--- src/rtl/tcraw_pkg.sv ---
`timescale 1ns / 1ps
// tcraw_pkg: shared types, constants and codes of the range averaging unit
// no dependencies

package tcraw_pkg;

  localparam int SAMPLES_DEF = 8;
  localparam int SAMPLE_W    = 16;
  localparam int NUM_CH      = 3;
  localparam int QUEUE_DEPTH = 2;

  localparam int CH_LEFT  = 0;
  localparam int CH_FRONT = 1;
  localparam int CH_RIGHT = 2;

  localparam logic [SAMPLE_W-1:0] TIMEOUT_MM     = 16'd8190;
  localparam logic [SAMPLE_W-1:0] RANGE_LIMIT_MM = 16'd8000;

  localparam int CFG_W      = 13;
  localparam int APB_DATA_W = 32;
  localparam int APB_ADDR_W = 4;

  localparam logic [CFG_W-1:0] LEFT_OFFSET_RST = 13'd0;
  localparam logic [CFG_W-1:0] WALL_THR_RST    = 13'd150;
  localparam logic [CFG_W-1:0] SAFETY_THR_RST  = 13'd80;

  typedef enum logic [1:0] {
    REG_LEFT_OFFSET = 2'd0,
    REG_WALL_THR    = 2'd1,
    REG_SAFETY_THR  = 2'd2
  } cfg_reg_e;

  // left_offset is two's complement
  typedef struct packed {
    logic [CFG_W-1:0] left_offset;
    logic [CFG_W-1:0] wall_threshold;
    logic [CFG_W-1:0] safety_threshold;
  } cfg_t;

  // one corrected sample per channel, indexed by CH_*
  typedef logic [NUM_CH-1:0][SAMPLE_W-1:0] sample3_t;

  typedef enum logic [2:0] {
    ST_IDLE,
    ST_READ,
    ST_SUM,
    ST_START,
    ST_DIV,
    ST_OUT
  } back_state_t;

endpackage

--- src/rtl/tcraw_if.sv ---
`timescale 1ns / 1ps
// tcraw_in_if / tcraw_out_if: valid/ready channels of the range averaging unit
// no dependencies

interface tcraw_in_if;
  logic        valid;
  logic        ready;
  logic [15:0] left_mm;
  logic [15:0] front_mm;
  logic [15:0] right_mm;
  logic        left_timeout;
  logic        front_timeout;
  logic        right_timeout;

  modport source (
    output valid, left_mm, front_mm, right_mm, left_timeout, front_timeout, right_timeout,
    input  ready
  );
  modport sink (
    input  valid, left_mm, front_mm, right_mm, left_timeout, front_timeout, right_timeout,
    output ready
  );
endinterface

interface tcraw_out_if;
  logic        valid;
  logic        ready;
  logic [15:0] left_average;
  logic [15:0] front_average;
  logic [15:0] right_average;
  logic        wall_left;
  logic        wall_front;
  logic        wall_right;
  logic        left_changed;
  logic        front_changed;
  logic        right_changed;
  logic        emergency_stop;

  modport source (
    output valid, left_average, front_average, right_average, wall_left, wall_front,
           wall_right, left_changed, front_changed, right_changed, emergency_stop,
    input  ready
  );
  modport sink (
    input  valid, left_average, front_average, right_average, wall_left, wall_front,
           wall_right, left_changed, front_changed, right_changed, emergency_stop,
    output ready
  );
endinterface

--- src/rtl/tcraw_front.sv ---
`timescale 1ns / 1ps
// tcraw_front: accepts input beats, substitutes timeouts, applies left offset
// depends on tcraw_pkg and tcraw_in_if

module tcraw_front import tcraw_pkg::*; (
  tcraw_in_if.sink        in_ch,
  input  cfg_t            cfg,
  output logic            push_valid,
  input  logic            push_ready,
  output sample3_t        push_data
);

  logic [SAMPLE_W-1:0] lv;
  logic signed [17:0]  corr;

  assign in_ch.ready = push_ready;
  assign push_valid  = in_ch.valid;

  always_comb begin
    lv   = in_ch.left_timeout ? TIMEOUT_MM : in_ch.left_mm;
    corr = $signed({2'b00, lv}) +
           $signed({{5{cfg.left_offset[CFG_W-1]}}, cfg.left_offset});
    push_data[CH_FRONT] = in_ch.front_timeout ? TIMEOUT_MM : in_ch.front_mm;
    push_data[CH_RIGHT] = in_ch.right_timeout ? TIMEOUT_MM : in_ch.right_mm;
    // short readings get the offset, clamped at zero
    if (lv < RANGE_LIMIT_MM) begin
      push_data[CH_LEFT] = corr[17] ? '0 : corr[SAMPLE_W-1:0];
    end else begin
      push_data[CH_LEFT] = lv;
    end
  end

endmodule

--- src/rtl/tcraw_fifo.sv ---
`timescale 1ns / 1ps
// tcraw_fifo: short queue of corrected samples between front and back
// depends on tcraw_pkg

module tcraw_fifo import tcraw_pkg::*; (
  input  logic     clk,
  input  logic     rst_n,
  input  logic     push_valid,
  output logic     push_ready,
  input  sample3_t push_data,
  output logic     pop_valid,
  input  logic     pop_ready,
  output sample3_t pop_data
);

  localparam int PTR_W = (QUEUE_DEPTH > 1) ? $clog2(QUEUE_DEPTH) : 1;
  localparam int CNT_W = $clog2(QUEUE_DEPTH + 1);

  sample3_t         entry_r [QUEUE_DEPTH];
  logic [PTR_W-1:0] wr_ptr_r, rd_ptr_r;
  logic [CNT_W-1:0] count_r;
  logic             do_push, do_pop;

  assign push_ready = (count_r != CNT_W'(QUEUE_DEPTH));
  assign pop_valid  = (count_r != '0);
  assign pop_data   = entry_r[rd_ptr_r];
  assign do_push    = push_valid && push_ready;
  assign do_pop     = pop_valid && pop_ready;

  always_ff @(posedge clk) begin
    if (do_push) begin
      entry_r[wr_ptr_r] <= push_data;
    end
  end

  always_ff @(posedge clk) begin
    if (!rst_n) begin
      wr_ptr_r <= '0;
      rd_ptr_r <= '0;
      count_r  <= '0;
    end else begin
      if (do_push) begin
        wr_ptr_r <= (wr_ptr_r == PTR_W'(QUEUE_DEPTH - 1)) ? '0 : wr_ptr_r + 1'b1;
      end
      if (do_pop) begin
        rd_ptr_r <= (rd_ptr_r == PTR_W'(QUEUE_DEPTH - 1)) ? '0 : rd_ptr_r + 1'b1;
      end
      if (do_push && !do_pop) begin
        count_r <= count_r + 1'b1;
      end else if (do_pop && !do_push) begin
        count_r <= count_r - 1'b1;
      end
    end
  end

endmodule

--- src/rtl/tcraw_div.sv ---
`timescale 1ns / 1ps
// tcraw_div: restoring divider, one quotient bit per cycle
// depends on tcraw_pkg

module tcraw_div import tcraw_pkg::*; #(
  parameter int DW = 19,
  parameter int CW = 4
) (
  input  logic          clk,
  input  logic          rst_n,
  input  logic          start,
  input  logic [DW-1:0] dividend,
  input  logic [CW-1:0] divisor,
  output logic [DW-1:0] quotient,
  output logic          done
);

  localparam int STEP_W = $clog2(DW + 1);

  logic [DW-1:0]     dq_r;
  logic [CW-1:0]     rem_r;
  logic [CW-1:0]     dvs_r;
  logic [STEP_W-1:0] step_r;
  logic              busy_r, done_r;
  logic [CW:0]       trial;
  logic [CW:0]       diff;

  always_comb begin
    trial = {rem_r, dq_r[DW-1]};
    diff  = trial - {1'b0, dvs_r};
  end

  always_ff @(posedge clk) begin
    if (start) begin
      dq_r  <= dividend;
      rem_r <= '0;
      dvs_r <= divisor;
    end else if (busy_r) begin
      // borrow out of the trial subtract means the bit is zero
      if (trial >= {1'b0, dvs_r}) begin
        rem_r <= diff[CW-1:0];
        dq_r  <= {dq_r[DW-2:0], 1'b1};
      end else begin
        rem_r <= trial[CW-1:0];
        dq_r  <= {dq_r[DW-2:0], 1'b0};
      end
    end
  end

  always_ff @(posedge clk) begin
    if (!rst_n) begin
      busy_r <= 1'b0;
      done_r <= 1'b0;
      step_r <= '0;
    end else if (start) begin
      busy_r <= 1'b1;
      done_r <= 1'b0;
      step_r <= '0;
    end else if (busy_r) begin
      step_r <= step_r + 1'b1;
      if (step_r == STEP_W'(DW - 1)) begin
        busy_r <= 1'b0;
        done_r <= 1'b1;
      end
    end
  end

  assign quotient = dq_r;
  assign done     = done_r;

endmodule

--- src/rtl/tcraw_back.sv ---
`timescale 1ns / 1ps
// tcraw_back: sample rings, running sums, averaging and wall decisions
// depends on tcraw_pkg, tcraw_out_if and tcraw_div

module tcraw_back import tcraw_pkg::*; #(
  parameter int SAMPLES = SAMPLES_DEF
) (
  input  logic        clk,
  input  logic        rst_n,
  input  cfg_t        cfg,
  input  logic        q_valid,
  output logic        q_ready,
  input  sample3_t    q_data,
  tcraw_out_if.source out_ch
);

  localparam int IDX_W = (SAMPLES > 1) ? $clog2(SAMPLES) : 1;
  localparam int CNT_W = $clog2(SAMPLES + 1);
  localparam int SUM_W = SAMPLE_W + $clog2(SAMPLES);

  back_state_t state_r, state_nxt;

  sample3_t                           ring_mem [SAMPLES];
  sample3_t                           rd_data_r;
  sample3_t                           cur_r;
  sample3_t                           old_val;
  logic [NUM_CH-1:0][SUM_W-1:0]       sum_r;
  logic [IDX_W-1:0]                   slot_r;
  logic [CNT_W-1:0]                   count_r;
  logic                               full_r;
  logic [CNT_W-1:0]                   slot_inc;
  logic                               wrap;
  logic                               full_nxt;
  logic [NUM_CH-1:0][SUM_W-1:0]       quo;
  logic [NUM_CH-1:0]                  div_done;
  logic [NUM_CH-1:0]                  walls;
  logic                               estop;
  logic [NUM_CH-1:0]                  prev_walls_r;
  logic [NUM_CH-1:0][SAMPLE_W-1:0]    avg_r;
  logic [NUM_CH-1:0]                  walls_r;
  logic [NUM_CH-1:0]                  changed_r;
  logic                               estop_r;
  logic                               out_valid_r;
  logic                               out_free;
  logic                               mem_we;
  logic                               div_start;
  logic                               out_load;

  // ring memory, one row holds all three channels
  always_ff @(posedge clk) begin
    if (mem_we) begin
      ring_mem[slot_r] <= cur_r;
    end
    rd_data_r <= ring_mem[slot_r];
  end

  // slots not yet written are read as zero until the ring has wrapped once
  always_comb begin
    old_val  = full_r ? rd_data_r : '0;
    slot_inc = CNT_W'(slot_r) + 1'b1;
    wrap     = (slot_inc == CNT_W'(SAMPLES));
    full_nxt = full_r || wrap;
  end

  always_comb begin
    state_nxt = state_r;
    unique case (state_r)
      ST_IDLE:  if (q_valid) state_nxt = ST_READ;
      ST_READ:  state_nxt = ST_SUM;
      ST_SUM:   state_nxt = ST_START;
      ST_START: state_nxt = ST_DIV;
      ST_DIV:   if (&div_done) state_nxt = ST_OUT;
      ST_OUT:   if (out_free) state_nxt = ST_IDLE;
      default:  state_nxt = ST_IDLE;
    endcase
  end

  always_comb begin
    q_ready   = 1'b0;
    mem_we    = 1'b0;
    div_start = 1'b0;
    out_load  = 1'b0;
    unique case (state_r)
      ST_IDLE:  q_ready   = 1'b1;
      ST_SUM:   mem_we    = 1'b1;
      ST_START: div_start = 1'b1;
      ST_OUT:   out_load  = out_free;
      default:  ;
    endcase
  end

  always_ff @(posedge clk) begin
    if (!rst_n) begin
      state_r <= ST_IDLE;
    end else begin
      state_r <= state_nxt;
    end
  end

  always_ff @(posedge clk) begin
    if (q_valid && q_ready) begin
      cur_r <= q_data;
    end
  end

  always_ff @(posedge clk) begin
    if (!rst_n) begin
      sum_r   <= '0;
      slot_r  <= '0;
      count_r <= '0;
      full_r  <= 1'b0;
    end else if (mem_we) begin
      for (int ch = 0; ch < NUM_CH; ch++) begin
        sum_r[ch] <= sum_r[ch] - SUM_W'(old_val[ch]) + SUM_W'(cur_r[ch]);
      end
      slot_r  <= wrap ? '0 : slot_inc[IDX_W-1:0];
      full_r  <= full_nxt;
      count_r <= full_nxt ? CNT_W'(SAMPLES) : slot_inc;
    end
  end

  for (genvar ch = 0; ch < NUM_CH; ch++) begin : g_div
    tcraw_div #(
      .DW(SUM_W),
      .CW(CNT_W)
    ) u_div (
      .clk      (clk),
      .rst_n    (rst_n),
      .start    (div_start),
      .dividend (sum_r[ch]),
      .divisor  (count_r),
      .quotient (quo[ch]),
      .done     (div_done[ch])
    );
  end

  always_comb begin
    for (int ch = 0; ch < NUM_CH; ch++) begin
      walls[ch] = quo[ch][SAMPLE_W-1:0] < SAMPLE_W'(cfg.wall_threshold);
    end
    estop = quo[CH_FRONT][SAMPLE_W-1:0] < SAMPLE_W'(cfg.safety_threshold);
  end

  assign out_free = !out_valid_r || out_ch.ready;

  always_ff @(posedge clk) begin
    if (out_load) begin
      for (int ch = 0; ch < NUM_CH; ch++) begin
        avg_r[ch] <= quo[ch][SAMPLE_W-1:0];
      end
      walls_r   <= walls;
      changed_r <= walls ^ prev_walls_r;
      estop_r   <= estop;
    end
  end

  always_ff @(posedge clk) begin
    if (!rst_n) begin
      out_valid_r  <= 1'b0;
      prev_walls_r <= '0;
    end else begin
      if (out_load) begin
        out_valid_r  <= 1'b1;
        prev_walls_r <= walls;
      end else if (out_ch.ready) begin
        out_valid_r <= 1'b0;
      end
    end
  end

  assign out_ch.valid          = out_valid_r;
  assign out_ch.left_average   = avg_r[CH_LEFT];
  assign out_ch.front_average  = avg_r[CH_FRONT];
  assign out_ch.right_average  = avg_r[CH_RIGHT];
  assign out_ch.wall_left      = walls_r[CH_LEFT];
  assign out_ch.wall_front     = walls_r[CH_FRONT];
  assign out_ch.wall_right     = walls_r[CH_RIGHT];
  assign out_ch.left_changed   = changed_r[CH_LEFT];
  assign out_ch.front_changed  = changed_r[CH_FRONT];
  assign out_ch.right_changed  = changed_r[CH_RIGHT];
  assign out_ch.emergency_stop = estop_r;

  a_slot_range: assert property (@(posedge clk) disable iff (!rst_n)
    (CNT_W'(slot_r) < CNT_W'(SAMPLES)))
    else $error("ring slot beyond ring depth");

  a_count_nonzero: assert property (@(posedge clk) disable iff (!rst_n)
    (state_r == ST_START) |-> (count_r != '0))
    else $error("divider started with zero fill count");

  a_full_sticks: assert property (@(posedge clk) disable iff (!rst_n)
    full_r |=> full_r)
    else $error("ring full flag dropped");

  a_load_after_div: assert property (@(posedge clk) disable iff (!rst_n)
    out_load |-> (&div_done))
    else $error("result loaded before division finished");

endmodule

--- src/rtl/three_channel_range_average_walls_unit.sv ---
`timescale 1ns / 1ps
// three_channel_range_average_walls_unit: top level, config registers and wiring
// depends on tcraw_pkg, tcraw_if, tcraw_front, tcraw_fifo and tcraw_back
//
// usage
// - in_ch carries one beat of three range readings (left, front, right) with
//   a timeout flag each; out_ch returns one beat of three averages, wall
//   flags, wall change flags and the emergency stop flag for every input beat
// - the apb-style port (psel, penable, pwrite, paddr, pwdata) holds
//   left_offset at 0x0, wall_threshold at 0x4 and front_safety_threshold at
//   0x8; write it only while the unit is idle; pready is tied high
// - the front stage cleans each reading in the accepting cycle and drops it
//   into a two-deep queue, so inputs keep being taken while the back end works
// - the back end takes one beat per pass: ring read, sum update, then three
//   restoring dividers run in parallel, one quotient bit per cycle
// - the time per beat in the back end is set by the bit-serial divide of the
//   running sum by the fill count; the back end takes no new beat until the
//   result of the last one is loaded into the output register
// - a finished result sits in the output register until taken; a stalled
//   receiver holds the back end but the queue still fills
// - reset clears sums, fill state, previous wall flags and config registers;
//   ring entries are never cleared, unwritten slots are masked until the ring
//   has wrapped once

module three_channel_range_average_walls_unit import tcraw_pkg::*; #(
  parameter int SAMPLES = SAMPLES_DEF
) (
  input  logic                  clk,
  input  logic                  rst_n,
  tcraw_in_if.sink              in_ch,
  tcraw_out_if.source           out_ch,
  input  logic                  psel,
  input  logic                  penable,
  input  logic                  pwrite,
  input  logic [APB_ADDR_W-1:0] paddr,
  input  logic [APB_DATA_W-1:0] pwdata,
  output logic [APB_DATA_W-1:0] prdata,
  output logic                  pready
);

  cfg_t     cfg_r;
  cfg_reg_e reg_sel;
  logic     cfg_wr;
  logic     push_valid, push_ready;
  sample3_t push_data;
  logic     q_valid, q_ready;
  sample3_t q_data;

  // register index from the word address
  assign reg_sel = cfg_reg_e'(paddr[3:2]);
  assign pready  = 1'b1;
  assign cfg_wr  = psel && penable && pwrite;

  always_ff @(posedge clk) begin
    if (!rst_n) begin
      cfg_r.left_offset      <= LEFT_OFFSET_RST;
      cfg_r.wall_threshold   <= WALL_THR_RST;
      cfg_r.safety_threshold <= SAFETY_THR_RST;
    end else if (cfg_wr) begin
      unique case (reg_sel)
        REG_LEFT_OFFSET: cfg_r.left_offset      <= pwdata[CFG_W-1:0];
        REG_WALL_THR:    cfg_r.wall_threshold   <= pwdata[CFG_W-1:0];
        REG_SAFETY_THR:  cfg_r.safety_threshold <= pwdata[CFG_W-1:0];
        default:         ;
      endcase
    end
  end

  // offset reads back sign-extended, unmapped addresses read zero
  always_comb begin
    unique case (reg_sel)
      REG_LEFT_OFFSET: prdata = {{(APB_DATA_W-CFG_W){cfg_r.left_offset[CFG_W-1]}},
                                 cfg_r.left_offset};
      REG_WALL_THR:    prdata = APB_DATA_W'(cfg_r.wall_threshold);
      REG_SAFETY_THR:  prdata = APB_DATA_W'(cfg_r.safety_threshold);
      default:         prdata = '0;
    endcase
  end

  tcraw_front u_front (
    .in_ch      (in_ch),
    .cfg        (cfg_r),
    .push_valid (push_valid),
    .push_ready (push_ready),
    .push_data  (push_data)
  );

  tcraw_fifo u_fifo (
    .clk        (clk),
    .rst_n      (rst_n),
    .push_valid (push_valid),
    .push_ready (push_ready),
    .push_data  (push_data),
    .pop_valid  (q_valid),
    .pop_ready  (q_ready),
    .pop_data   (q_data)
  );

  tcraw_back #(
    .SAMPLES(SAMPLES)
  ) u_back (
    .clk     (clk),
    .rst_n   (rst_n),
    .cfg     (cfg_r),
    .q_valid (q_valid),
    .q_ready (q_ready),
    .q_data  (q_data),
    .out_ch  (out_ch)
  );

endmodule
--- src/flat_wrapper.sv ---
// flat-port wrapper written by rule: the top's interface ports become plain ports
module three_channel_range_average_walls_unit_flat import tcraw_pkg::*;
#(
  parameter int SAMPLES = SAMPLES_DEF
)
  (clk, rst_n, psel, penable, pwrite, paddr, pwdata, prdata, pready, in_ch_valid, in_ch_left_mm, in_ch_front_mm, in_ch_right_mm, in_ch_left_timeout, in_ch_front_timeout, in_ch_right_timeout, in_ch_ready, out_ch_valid, out_ch_left_average, out_ch_front_average, out_ch_right_average, out_ch_wall_left, out_ch_wall_front, out_ch_wall_right, out_ch_left_changed, out_ch_front_changed, out_ch_right_changed, out_ch_emergency_stop, out_ch_ready);
  tcraw_in_if in_ch_i ();
  tcraw_out_if out_ch_i ();
  input  logic clk;
  input  logic rst_n;
  input  logic psel;
  input  logic penable;
  input  logic pwrite;
  input  logic [APB_ADDR_W-1:0] paddr;
  input  logic [APB_DATA_W-1:0] pwdata;
  output logic [APB_DATA_W-1:0] prdata;
  output logic pready;
  input wire logic [$bits(in_ch_i.valid)-1:0] in_ch_valid;
  input wire logic [$bits(in_ch_i.left_mm)-1:0] in_ch_left_mm;
  input wire logic [$bits(in_ch_i.front_mm)-1:0] in_ch_front_mm;
  input wire logic [$bits(in_ch_i.right_mm)-1:0] in_ch_right_mm;
  input wire logic [$bits(in_ch_i.left_timeout)-1:0] in_ch_left_timeout;
  input wire logic [$bits(in_ch_i.front_timeout)-1:0] in_ch_front_timeout;
  input wire logic [$bits(in_ch_i.right_timeout)-1:0] in_ch_right_timeout;
  output wire logic [$bits(in_ch_i.ready)-1:0] in_ch_ready;
  output wire logic [$bits(out_ch_i.valid)-1:0] out_ch_valid;
  output wire logic [$bits(out_ch_i.left_average)-1:0] out_ch_left_average;
  output wire logic [$bits(out_ch_i.front_average)-1:0] out_ch_front_average;
  output wire logic [$bits(out_ch_i.right_average)-1:0] out_ch_right_average;
  output wire logic [$bits(out_ch_i.wall_left)-1:0] out_ch_wall_left;
  output wire logic [$bits(out_ch_i.wall_front)-1:0] out_ch_wall_front;
  output wire logic [$bits(out_ch_i.wall_right)-1:0] out_ch_wall_right;
  output wire logic [$bits(out_ch_i.left_changed)-1:0] out_ch_left_changed;
  output wire logic [$bits(out_ch_i.front_changed)-1:0] out_ch_front_changed;
  output wire logic [$bits(out_ch_i.right_changed)-1:0] out_ch_right_changed;
  output wire logic [$bits(out_ch_i.emergency_stop)-1:0] out_ch_emergency_stop;
  input wire logic [$bits(out_ch_i.ready)-1:0] out_ch_ready;
  assign in_ch_i.valid = in_ch_valid;
  assign in_ch_i.left_mm = in_ch_left_mm;
  assign in_ch_i.front_mm = in_ch_front_mm;
  assign in_ch_i.right_mm = in_ch_right_mm;
  assign in_ch_i.left_timeout = in_ch_left_timeout;
  assign in_ch_i.front_timeout = in_ch_front_timeout;
  assign in_ch_i.right_timeout = in_ch_right_timeout;
  assign in_ch_ready = in_ch_i.ready;
  assign out_ch_valid = out_ch_i.valid;
  assign out_ch_left_average = out_ch_i.left_average;
  assign out_ch_front_average = out_ch_i.front_average;
  assign out_ch_right_average = out_ch_i.right_average;
  assign out_ch_wall_left = out_ch_i.wall_left;
  assign out_ch_wall_front = out_ch_i.wall_front;
  assign out_ch_wall_right = out_ch_i.wall_right;
  assign out_ch_left_changed = out_ch_i.left_changed;
  assign out_ch_front_changed = out_ch_i.front_changed;
  assign out_ch_right_changed = out_ch_i.right_changed;
  assign out_ch_emergency_stop = out_ch_i.emergency_stop;
  assign out_ch_i.ready = out_ch_ready;
  three_channel_range_average_walls_unit #(.SAMPLES(SAMPLES)) u_core (.clk(clk), .rst_n(rst_n), .in_ch(in_ch_i), .out_ch(out_ch_i), .psel(psel), .penable(penable), .pwrite(pwrite), .paddr(paddr), .pwdata(pwdata), .prdata(prdata), .pready(pready));
endmodule
--- config.mk ---
export PLATFORM = sky130hd
export DESIGN_NAME = three_channel_range_average_walls_unit_flat
export DESIGN_NICKNAME = d
export VERILOG_FILES = /design/src/rtl/tcraw_pkg.sv /design/src/rtl/tcraw_if.sv /design/src/rtl/tcraw_front.sv /design/src/rtl/tcraw_fifo.sv /design/src/rtl/tcraw_div.sv /design/src/rtl/tcraw_back.sv /design/src/rtl/three_channel_range_average_walls_unit.sv /design/src/flat_wrapper.sv
export SDC_FILE = /design/constraint.sdc
export NUM_CORES = 1
export LEC_CHECK = 0
export BUFFER_PORTS_ARGS = -buffer_cell sky130_fd_sc_hd__buf_2
export CAP_MARGIN = 5
export CORE_UTILIZATION = 40
export DETAILED_ROUTE_END_ITERATION = 7
export GPL_TIMING_DRIVEN = 0
export HOLD_SLACK_MARGIN = 0.05
export PLACE_DENSITY_LB_ADDON = 0.3
export SYNTH_ARGS = -nofsm -noshare
export SYNTH_HDL_FRONTEND = slang
export SYNTH_SLANG_ARGS = --single-unit
--- constraint.sdc ---
create_clock -name clk -period 18.81 [get_ports clk]
set_input_delay 2.8215 -clock clk [delete_from_list [all_inputs] [get_ports clk]]
set_output_delay 2.8215 -clock clk [all_outputs]
set_load 0.02 [all_outputs]
==> summary.md <==
| Metric | Value |
|---|---|
| Cell Count, Final, Fillers Out | `approximately 4500` |
| Unrepaired setup endpoints after global routing | `false` |
| Number of nets in the layout | `3413` |
| Cell taking the most area after synthesis | `sky130_fd_sc_hd__edfxtp_1` |
| Site Rows | `~110` |
| Maximum number of pins on one net before global-route repair | `60` |
| Cell with the biggest individual delay on the critical path | `sky130_fd_sc_hd__nor3b_2` |
| Wire length per cell after detailed routing | `around 21 um` |
| Setup slack, reg-to-reg | `14.44 ns` |
| Finish-stage setup viols | `0` |
| Worst R2R Start | `u_core.u_back.slot_r[0]` |
| Number of iterations in the first detailed-routing pass | `6` |
| Count of final max-slew check failures | `0` |
| Placed wire-length estimate after detailed placement | `approximately 67000 um` |
| Remaining DRCs | `0` |
| Setup Crit Path Kind | `primary input to output pin` |
| Delay contributed by the slowest stage of the critical path | `0.93 ns` |
| Total wirelength of the detailed-routed design | `about 92000 um` |
| Final Hold Fails | `0` |
| Starting density of the core | `0.404` |
| Area share of the leading cell type in the synthesized netlist | `0.513` |
| Port buffer count | `between 150 and 200` |
| Number of instances in the placed design | `4289` |
| Number of gates resized after cts | `0` |
| Setup total negative slack | `0 ns` |
| Top area cells in the synthesized netlist | `sky130_fd_sc_hd__edfxtp_1 (51%), sky130_fd_sc_hd__dfxtp_1 (10%), sky130_fd_sc_hd__mux4_2 (5.7%)` |
| Count of state elements after synthesis | `840` |
| Hold_ws | `~0.45 ns` |
| Number of buffers inserted by post-CTS setup repair | `0` |
| Data arrival time of the critical path | `a little under 5 ns` |
| Insertion delay of the later-clocked pin in the worst-skew pair | `about 0.66 ns` |
| Crit share post-route | `0.411` |
| Overall die height | `309 um` |
| Most instantiated flip-flop cell in the synthesis netlist | `sky130_fd_sc_hd__edfxtp_1` |
| Placer congestion estimate | `0.897` |
| Number of global-route vias before repair | `22700` |
| Worst-case hold path end point | `u_core.u_back.sum_r[26]` |
| Min-delay worst type | `register to register` |
| Synthesized area divided by synthesized cell count | `13.4 sq um` |
| Largest voltage drop on the vdd net | `around 0.080 mV` |
| Pwr per Cell Area | `approximately 150 mW/mm^2` |
| Root buf cell | `sky130_fd_sc_hd__clkbuf_16` |
| Hold wc startpoint | `u_core.u_back.sum_r[26]` |
| Number of hold buffers added after cts | `0` |
| Count of flip-flops with a built-in enable after synthesis | `644` |
| Total I/O pin count | `approximately 180` |
| Share of layout cells above drive strength 1 | `0.199` |
| Global route overflow | `0` |
| Headroom to the max-slew limit | `0.277` |
| Maximum Capacitance Violations | `0` |
| Endpoint type of the worst setup path | `output pin` |
| Core area | `approximately 0.093 sq mm` |
| Startpoint class of the critical path | `primary input` |
| Max Clk Rate | `between 100 and 150 MHz` |
| Capturing point of the worst reg2reg path | `u_core.u_back.ring_mem[1][27]` |
| Final min period | `roughly 7.7 ns` |
| Instance area after placement | `between 0.04 and 0.05 sq mm` |
| Distinct cell type count after synthesis | `78` |
| Remaining antenna violation count | `0` |
| Leakage | `around 0.016 uW` |
| Number of DRC markers in iteration 0 | `1907` |
| R2R depth | `8` |
| Count of synthesis-stage warnings from yosys | `0` |
| Synthesized netlist cell count | `2821` |
| Per-cell via count in the routed design | `5.20` |
| Post-Layout Inst Area | `~0.044 sq mm` |
| Die area | `about 0.095 sq mm` |
| # clock sinks | `between 800 and 900` |
| Worst path cell trace | `buf_2 -> clkbuf_1 -> buf_1 -> nor3b_2 -> buf_4 -> buf_2` |
| Total vias in the final route | `approximately 23000` |
| Cell mode on critical path | `sky130_fd_sc_hd__buf_2` |
| Buffer and inverter count on the worst path | `5` |
| Overall routing resource usage | `0.194` |
| Clock tree from TritonCTS | `built` |
| Number of buffers added by the clock tree synthesis step | `88` |
| Status | `finished, final reports clean` |
| Required time at the endpoint of the critical path | `approximately 16 ns` |
| Sequential-to-total area share from yosys stat | `0.617` |
| Initial antenna violation count | `1` |
| Net count of the mapped netlist | `between 3000 and 4000` |
| Number of antenna repair diodes | `0` |
| Critical path's top delay family | `buffers and inverters` |
| Number of H-tree levels | `3` |
| Maximum fanout count along the critical path | `19` |
| Clk slew on worst S/H paths | `roughly 0.060 ns` |
| Post-synthesis async set-or-reset flop share | `0` |
| Maximum number of buffers from clock root to sink | `3` |
| Actual slew at the worst max-slew pin | `1.08 ns` |
| Growth of design area from synthesis to finish | `16.0%` |
| Wire length of the first global-routing pass | `between 100000 and 150000 um` |
| Number of cells on the worst hold path | `2` |
| Post-synthesis instance area | `about 0.038 sq mm` |
| Final worst clock skew | `0.0304 ns` |
| Die W | `309 um` |
layer usage:
metal | routed length (um) | vias to the layer above | global-route usage | share of wire
met5 | 0 | - | 0 | 0
met3 | 6050 | 150 | 0.0364 | 0.066
met1 | 41600 | 11400 | 0.271 | 0.45
met4 | 2560 | 0 | 0.0661 | 0.028
met2 | 42100 | 719 | 0.305 | 0.46
li1 | - | 10800 | - | -
kinds of logic after synthesis:
family                   after synthesis  synth area share
flip-flops                           840             0.617
AND/OR/NAND/NOR                      650            0.0816
buffers and inverters                390            0.0410
multiplexers                         221            0.0937
AO/OA/AOI/OAI                        451            0.0744
XOR/XNOR                              74            0.0174
other                                  1         0.0000995
adder cells (fa/ha/maj)              194            0.0747
worst register-to-register path, stage by stage, from the launching register on:
cell	delay (ns)
sky130_fd_sc_hd__dfxtp_1	0.34
sky130_fd_sc_hd__clkbuf_1	0.63
sky130_fd_sc_hd__buf_2	0.52
sky130_fd_sc_hd__buf_2	0.46
sky130_fd_sc_hd__clkbuf_1	0.48
sky130_fd_sc_hd__nor4b_2	0.94
sky130_fd_sc_hd__buf_4	0.33
sky130_fd_sc_hd__buf_4	0.19
sky130_fd_sc_hd__buf_4	0.18
cell usage in the layout (no fill, tap or decap), types with 31 or more instances in the layout:
master / n
sky130_fd_sc_hd__a21oi_1: 162
sky130_fd_sc_hd__and2_1: 50
sky130_fd_sc_hd__buf_1: 31
sky130_fd_sc_hd__buf_2: 165
sky130_fd_sc_hd__buf_4: 44
sky130_fd_sc_hd__clkbuf_1: 97
sky130_fd_sc_hd__clkbuf_16: 89
sky130_fd_sc_hd__dfxtp_1: 196
sky130_fd_sc_hd__edfxtp_1: 644
sky130_fd_sc_hd__fa_1: 52
sky130_fd_sc_hd__ha_1: 142
sky130_fd_sc_hd__inv_1: 253
sky130_fd_sc_hd__mux2_2: 96
sky130_fd_sc_hd__mux4_2: 96
sky130_fd_sc_hd__nand2_1: 271
sky130_fd_sc_hd__nand3_1: 39
sky130_fd_sc_hd__nor2_1: 107
sky130_fd_sc_hd__o21ai_0: 118
sky130_fd_sc_hd__or2_2: 36
sky130_fd_sc_hd__xnor2_1: 36
sky130_fd_sc_hd__xor2_1: 37
where the power goes:
group	switching [uW]	internal (uW)	leakage, uW	total [uW]
registers	218	2420	0.00742	2630
clock network	726	1060	0.00148	1790
logic	1390	935	0.00701	2320
total	2330	4410	0.0159	6750
cells in the mapped netlist, types with 7 or more instances:
| library cell | number |
|---|---|
| sky130_fd_sc_hd__and3_1 | 15 |
| sky130_fd_sc_hd__buf_1 | 31 |
| sky130_fd_sc_hd__nand2_1 | 271 |
| sky130_fd_sc_hd__nand3_1 | 39 |
| sky130_fd_sc_hd__and2_1 | 50 |
| sky130_fd_sc_hd__o21a_1 | 15 |
| sky130_fd_sc_hd__a31oi_1 | 13 |
| sky130_fd_sc_hd__clkbuf_1 | 78 |
| sky130_fd_sc_hd__dfxtp_1 | 196 |
| sky130_fd_sc_hd__or3_1 | 10 |
| sky130_fd_sc_hd__nor3_1 | 25 |
| sky130_fd_sc_hd__nor2b_1 | 24 |
| sky130_fd_sc_hd__xnor2_1 | 36 |
| sky130_fd_sc_hd__or2_2 | 36 |
| sky130_fd_sc_hd__nand2b_1 | 20 |
| sky130_fd_sc_hd__mux4_2 | 96 |
| sky130_fd_sc_hd__o21bai_1 | 7 |
| sky130_fd_sc_hd__o21ai_0 | 118 |
| sky130_fd_sc_hd__o211ai_1 | 18 |
| sky130_fd_sc_hd__a21oi_1 | 162 |
| sky130_fd_sc_hd__a22o_1 | 8 |
| sky130_fd_sc_hd__nand4_1 | 23 |
| sky130_fd_sc_hd__fa_1 | 52 |
| sky130_fd_sc_hd__edfxtp_1 | 644 |
| sky130_fd_sc_hd__a211oi_1 | 26 |
| sky130_fd_sc_hd__inv_1 | 254 |
| sky130_fd_sc_hd__nor2_1 | 109 |
| sky130_fd_sc_hd__xor2_1 | 37 |
| sky130_fd_sc_hd__a21o_1 | 29 |
| sky130_fd_sc_hd__buf_4 | 20 |
| sky130_fd_sc_hd__ha_1 | 142 |
| sky130_fd_sc_hd__mux2i_1 | 29 |
| sky130_fd_sc_hd__mux2_2 | 96 |
state kept, by name, indices dropped and copies added (netlist names), 2 cells and up:
signal / flops
u_core.u_back.out_ch.right_average: 16
u_core.u_back.changed_r: 3
u_core.u_back.count_r: 4
u_core.u_back.out_ch.front_average: 16
u_core.u_back.prev_walls_r: 3
u_core.u_fifo.count_r: 2
u_core.u_back.rd_data_r: 48
u_core.u_back.slot_r: 3
u_core.u_back.g_div.u_div.dvs_r: 4
u_core.u_back.walls_r: 3
u_core.u_back.state_r: 3
u_core.u_back.ring_mem: 384
u_core.u_back.g_div.u_div.quotient: 57
u_core.u_fifo.entry_r: 96
u_core.u_back.g_div.u_div.step_r: 15
u_core.u_back.g_div.u_div.rem_r: 12
u_core.u_back.cur_r: 48
u_core.u_back.sum_r: 57
u_core.cfg_r: 39
u_core.u_back.g_div.u_div.busy_r: 3
u_core.u_back.out_ch.left_average: 16
u_core.u_back.g_div.u_div.done: 3
worst max path at each step:
stage,slack [ns],cells after the start,from,end
after global placement,5.54,5,u_core.u_back.slot_r[0],u_core.u_back.ring_mem[1][13]
after detailed placement,11.11,6,paddr[2],prdata[24]
after global routing,10.93,6,paddr[2],prdata[31]
after floorplan,10.77,4,paddr[2],prdata[14]
after CTS,11.10,6,paddr[2],prdata[24]
final,11.07,6,paddr[2],prdata[17]
through the flow:
step	setup WS (ns)	util	power [uW]
6_report	11.07	0.469	6750
5_1_grt	10.93	0.469	7140
4_1_cts	11.10	0.469	6780
3_5_place_dp	11.11	0.436	4980
3_3_place_gp	5.54	0.429	4950
2_1_floorplan	10.77	-	4290
cell type report:
type	instances	area, sq um
buffer	134	588
clock buffer	128	2560
clock inverter	37	448
fill	8283	49600
inverter	256	961
multi-input combinational	1591	13000
sequential	840	23300
tap	1254	1570
timing repair buffer	214	1380
Power figures use the tool's default switching activity.
